===== config.mk =====
export PLATFORM = sky130hd
export DESIGN_NAME = rwtm_calc
export DESIGN_NICKNAME = d
export VERILOG_FILES = /design/src/rtl/core/rwtm_pkg.sv /design/src/rtl/core/rwtm_calc.sv
export SDC_FILE = /design/constraint.sdc
export NUM_CORES = 2
export LEC_CHECK = 0
export ABC_AREA = 1
export ABC_CLOCK_PERIOD_IN_PS = 9400
export BUFFER_PORTS_ARGS = -buffer_cell sky130_fd_sc_hd__buf_2
export CORE_ASPECT_RATIO = 0.75
export CORE_MARGIN = 3
export CORE_UTILIZATION = 40
export DETAILED_ROUTE_END_ITERATION = 10
export HOLD_SLACK_MARGIN = 0.03
export SYNTH_ARGS = -nofsm -noshare
export SYNTH_HDL_FRONTEND = slang
export SYNTH_SLANG_ARGS = --single-unit

===== constraint.sdc =====
create_clock -name clk -period 9.4 [get_ports clk]
set_clock_uncertainty 0.2 [all_clocks]
set_input_delay 1.88 -clock clk [delete_from_list [all_inputs] [get_ports clk]]
set_output_delay 1.88 -clock clk [all_outputs]
set_load 0.005 [all_outputs]

===== src/rtl/core/rwtm_pkg.sv =====
// shared types, constants and helpers for the random walk tail block
`timescale 1ns / 1ps

package rwtm_pkg;

    localparam int PROB_W = 17;
    localparam int LEAD_W = 10;
    localparam int MASS_W = 32;

    localparam logic [MASS_W-1:0] ONE_Q31 = 32'h8000_0000;
    localparam logic [PROB_W-1:0] ONE_Q16 = 17'h1_0000;

    typedef struct packed {
        logic [PROB_W-1:0] success_prob;
        logic              start_new;
    } in_item_t;

    typedef struct packed {
        logic [MASS_W-1:0] tail_mass;
        logic [MASS_W-1:0] best_mass;
        logic              overflow;
    } out_item_t;

    typedef struct packed {
        logic issue;
        logic first;
        logic calc;
        logic tail_hit;
    } sweep_ctl_t;

    typedef struct packed {
        logic [PROB_W-1:0] prob;
        logic              frozen;
    } sweep_cfg_t;

    function automatic logic [MASS_W-1:0] clamp_q31(input logic [MASS_W:0] v);
        logic [MASS_W-1:0] r;
        if (v > {1'b0, ONE_Q31})
        begin
            r = ONE_Q31;
        end
        else
        begin
            r = v[MASS_W-1:0];
        end
        return r;
    endfunction

endpackage


===== src/rtl/core/rwtm_calc.sv =====
// neighbor update pipeline: products, sum with clamp, tail accumulation
`timescale 1ns / 1ps

module rwtm_calc #(
    parameter int IW = 11
) (
    input  logic                        clk,
    input  logic                        rst_n,
    input  rwtm_pkg::sweep_ctl_t        ctl,
    input  rwtm_pkg::sweep_cfg_t        cfg,
    input  logic [IW-1:0]               j_addr,
    input  logic [rwtm_pkg::MASS_W-1:0] rd_data,
    output logic                        wr_en,
    output logic [IW-1:0]               wr_addr,
    output logic [rwtm_pkg::MASS_W-1:0] wr_data,
    output logic [rwtm_pkg::MASS_W-1:0] tail_mass,
    output logic                        busy
);

    localparam int PW = rwtm_pkg::MASS_W + rwtm_pkg::PROB_W;

    rwtm_pkg::sweep_ctl_t        ctl1_reg;
    rwtm_pkg::sweep_ctl_t        ctl2_reg;
    logic [IW-1:0]               wa1_reg;
    logic [IW-1:0]               wa2_reg;
    logic [rwtm_pkg::MASS_W-1:0] vm1_reg;
    logic [rwtm_pkg::MASS_W-1:0] v0_reg;
    logic [rwtm_pkg::MASS_W-1:0] up_reg;
    logic [rwtm_pkg::MASS_W-1:0] dn_reg;
    logic [rwtm_pkg::MASS_W-1:0] acc_reg;

    logic [rwtm_pkg::PROB_W-1:0] q_prob;
    logic [PW-1:0]               prod_up;
    logic [PW-1:0]               prod_dn;
    logic [rwtm_pkg::MASS_W-1:0] up_next;
    logic [rwtm_pkg::MASS_W-1:0] dn_next;
    logic [rwtm_pkg::MASS_W-1:0] cell_new;
    logic [rwtm_pkg::MASS_W-1:0] acc_next;

    // stage one: left neighbor times p, right neighbor (fresh read) times 1-p; a frozen walk passes the cell on
    assign q_prob  = rwtm_pkg::ONE_Q16 - cfg.prob;
    assign prod_up = PW'(vm1_reg) * PW'(cfg.prob);
    assign prod_dn = PW'(rd_data) * PW'(q_prob);
    assign up_next = cfg.frozen ? v0_reg : prod_up[rwtm_pkg::MASS_W+15:16];
    assign dn_next = cfg.frozen ? '0 : prod_dn[rwtm_pkg::MASS_W+15:16];

    // stage two: sum, clamp, write back unless frozen, and add cells at or past the lead into the tail
    assign cell_new = rwtm_pkg::clamp_q31({1'b0, up_reg} + {1'b0, dn_reg});
    assign acc_next = rwtm_pkg::clamp_q31({1'b0, acc_reg} + {1'b0, cell_new});

    always_ff @(posedge clk)
    begin
        wa1_reg <= j_addr;
        wa2_reg <= wa1_reg;
        up_reg  <= up_next;
        dn_reg  <= dn_next;
        if (ctl1_reg.issue)
        begin
            vm1_reg <= ctl1_reg.first ? '0 : v0_reg;
            v0_reg  <= rd_data;
        end
    end

    always_ff @(posedge clk or negedge rst_n)
    begin
        if (!rst_n)
        begin
            ctl1_reg <= '0;
            ctl2_reg <= '0;
            acc_reg  <= '0;
        end
        else
        begin
            ctl1_reg <= ctl;
            ctl2_reg <= ctl1_reg;
            if (ctl1_reg.issue && ctl1_reg.first)
            begin
                acc_reg <= '0;
            end
            else if (ctl2_reg.calc && ctl2_reg.tail_hit)
            begin
                acc_reg <= acc_next;
            end
        end
    end

    assign wr_en     = ctl2_reg.calc && !cfg.frozen;
    assign wr_addr   = wa2_reg;
    assign wr_data   = cell_new;
    assign tail_mass = acc_reg;
    assign busy      = ctl1_reg.issue || ctl2_reg.calc;

endmodule


==> impl_metrics.tcl <==
set metrics [dict create \
    status "completed" \
    die-area_sq_um 118000 \
    tightest_slew_ps 1150 \
    setup_viol 0 \
    fin_util_pct 43.3 \
    ctsResizeCount 0 \
    relSlewSlack_pct 23.5 \
    first_pass_iters 6 \
    postRouteAntennaNets 0 \
    cap_violations 0 \
    synthesis.nets 7346 \
    fmax_mhz 113 \
    grt_pass1_wl_mm 231 \
    cp_max_fo 24 \
    wl_mm 147 \
    wl_per_cell_um 19.3 \
    hold_viol 0 \
    clk_path_buf_depth 2 \
    post-route-period-util_pct 93.9 \
    crit_start "cfg[1]" \
    grt_use_total_pct 25.3 \
    area_delta_synth_final_pct 6.60 \
    critPathArrivalTime_ps 9010 \
    yosysMostFrequentCell "nand2_1" \
    synth_edf_count 64 \
    drt_iter0_drc 3371 \
    yosysTopAreaCellShare_pct 39.3 \
    crit_top_cell "inv_1" \
    clkSinkCount 188 \
    hp-class "flip-flop to flip-flop" \
    cp_slowest_cell "fa_1" \
    ys.warnings.count 0 \
    io_pins 144 \
    cts-buffers-inserted 17 \
    final_cells 7623 \
    io_buffer_count 143 \
    ys_top_cells_by_count "nand2_1, inv_1, fa_1, nor2_1, ha_1" \
    nets 7355 \
    grt_max_degree 67 \
    synth.area.top_cells "fa_1, nand2_1, inv_1" \
    rows 106 \
    postCtsHoldBufs 0 \
    die_x_um 396 \
    core_sq_um 112000 \
    maxSlewViolCount 0 \
    worst_slack_ps 570 \
    setup_tns_ps 0 \
    grt_pass1_vias 39500 \
    yosys_most_used_dff "dfxtp_1" \
    synthesis.instances 6086 \
    min_from "wa1_reg[0]" \
    ys_seq_area_share_pct 10.1 \
    required_ps 9580 \
    post_cts_buffers 0 \
    initial_core_util_pct 40.6 \
    drc 0 \
    htreeDepth 4 \
    critical_path.startpoint_type "input port" \
    vias 38600 \
    r2r-start "vm1_reg[12]" \
    period_minus_slack_ps 8830 \
    synth_top_area_cell "fa_1" \
    globalplace.congestion 1.01 \
    drive_gt1_share_pct 5.30 \
    die_h_um 298 \
    cts_tree "built" \
    grt-ovfl-total 0 \
    vias_per_cell 5.06 \
    endpoint_kind "flip-flop" \
    pre_cts_slack_ps 115 \
    path_clk_slew_ps 70 \
    cts_root_buf "clkbuf_16" \
    synth_cell_type_count 51 \
    antenna_found_initial 11 \
    ys_ff_latch 188 \
    cp_slowest_stage_delay_ps 530 \
    avgSynthCellArea_sq_um 7.48 \
    synth_area_sq_um 45500 \
    hpwl_mm 121 \
    worstSetupPathType "input port to flip-flop" \
    synthArstFlopShare_pct 20.2 \
    dp_cells 7588 \
    rsz0062_at_grt "false" \
    clock_latency_ps 490 \
]
[final timing paths]
path / cells past startpoint / endpoint / slack, ps
min in group asynchronous: 1 / tail_mass[16] / 1340
hold reg to reg: 0 / wr_addr[0] / 130
setup reg to reg: 24 / up_reg[23] / 2220
max in group asynchronous: 1 / ctl1_reg[3] / 7010
setup / recovery: 34 / dn_reg[14] / 570
hold / removal: 0 / wr_addr[0] / 130
[area by class of cell]
| class | instances | area, sq um |
|---|---|---|
| Timing Repair Buffer | 231 | 1490 |
| Antenna cell | 3 | 7.51 |
| Fill cell | 11600 | 63600 |
| Clock inverter | 13 | 125 |
| Clock buffer | 19 | 443 |
| Sequential cell | 188 | 4600 |
| Multi-Input combinational cell | 4134 | 34300 |
| Tap cell | 1512 | 1890 |
| Inverter | 1523 | 5720 |
[logic make-up (layout without fill, tap and decap cells)]
| logic type | Yosys count | count (layout) | share of synthesized area, % |
|---|---|---|---|
| compound gates | 459 | 459 | 5.55 |
| other cells | 0 | 3 | 0 |
| fa+ha+maj | 1193 | 1193 | 47.5 |
| flops | 188 | 188 | 10.1 |
| xor+xnor | 51 | 51 | 0.981 |
| buf+inv | 1764 | 1786 | 14.7 |
| simple gates | 2431 | 2431 | 21.2 |
[worst max-delay path, delay by kind of cell]
kind                       cells  cell delay [ps]
adders and majority gates      8             3460
AOI/OAI and AO/OA              5             1050
buffers and inverters         10              920
and+or+nand+nor               11             1690
[through the flow]
| stage | hold WS, ps | area (sq um) |
|---|---|---|
| finish | 130 | 48600 |
| global route | 138 | 48600 |
| CTS | 130 | 48500 |
| detailed placement | 112 | 48000 |
| global placement | 110 | 48000 |
| floorplan | 110 | 45500 |
[placed cells by master (no fill, tap or decap), types with 4 or more instances in the layout]
cell / synthesis / routed
and3_1: 5 / 5
buf_4: 4 / 79
nand2_2: 9 / 9
o21ai_0: 139 / 139
xnor2_1: 32 / 32
nor4_1: 6 / 6
o21bai_1: 14 / 14
buf_2: 15 / 143
edfxtp_1: 64 / 64
dfxtp_1: 86 / 86
or2_2: 15 / 15
clkbuf_16: 0 / 17
o21a_1: 15 / 15
a21oi_2: 12 / 14
inv_2: 7 / 7
buf_12: 0 / 9
nor2_1: 452 / 452
a211oi_1: 4 / 4
nor3_1: 30 / 30
a31oi_1: 14 / 14
a21boi_0: 4 / 4
inv_1: 1513 / 1513
ha_1: 299 / 299
nand2_1: 1697 / 1697
nand3_1: 151 / 151
a21oi_1: 233 / 231
and2_1: 4 / 4
nand4_1: 29 / 29
xor2_1: 19 / 19
fa_1: 894 / 894
nor2_2: 7 / 7
nand3b_1: 16 / 16
dfrtp_1: 38 / 37
a21o_1: 13 / 13
[layer usage]
layer / vias to the layer above / share of wire, % / track usage, %
met5: - / 0 / 0
met4: 0 / 1.9 / 5.29
met3: 166 / 9.8 / 5.11
met2: 1627 / 42 / 38.1
met1: 19000 / 46 / 37.7
li1: 17700 / - / -
Power is left out: the tool's default activity adds up to more than one toggle a clock period on the data nets, which glitch-free logic cannot reach.
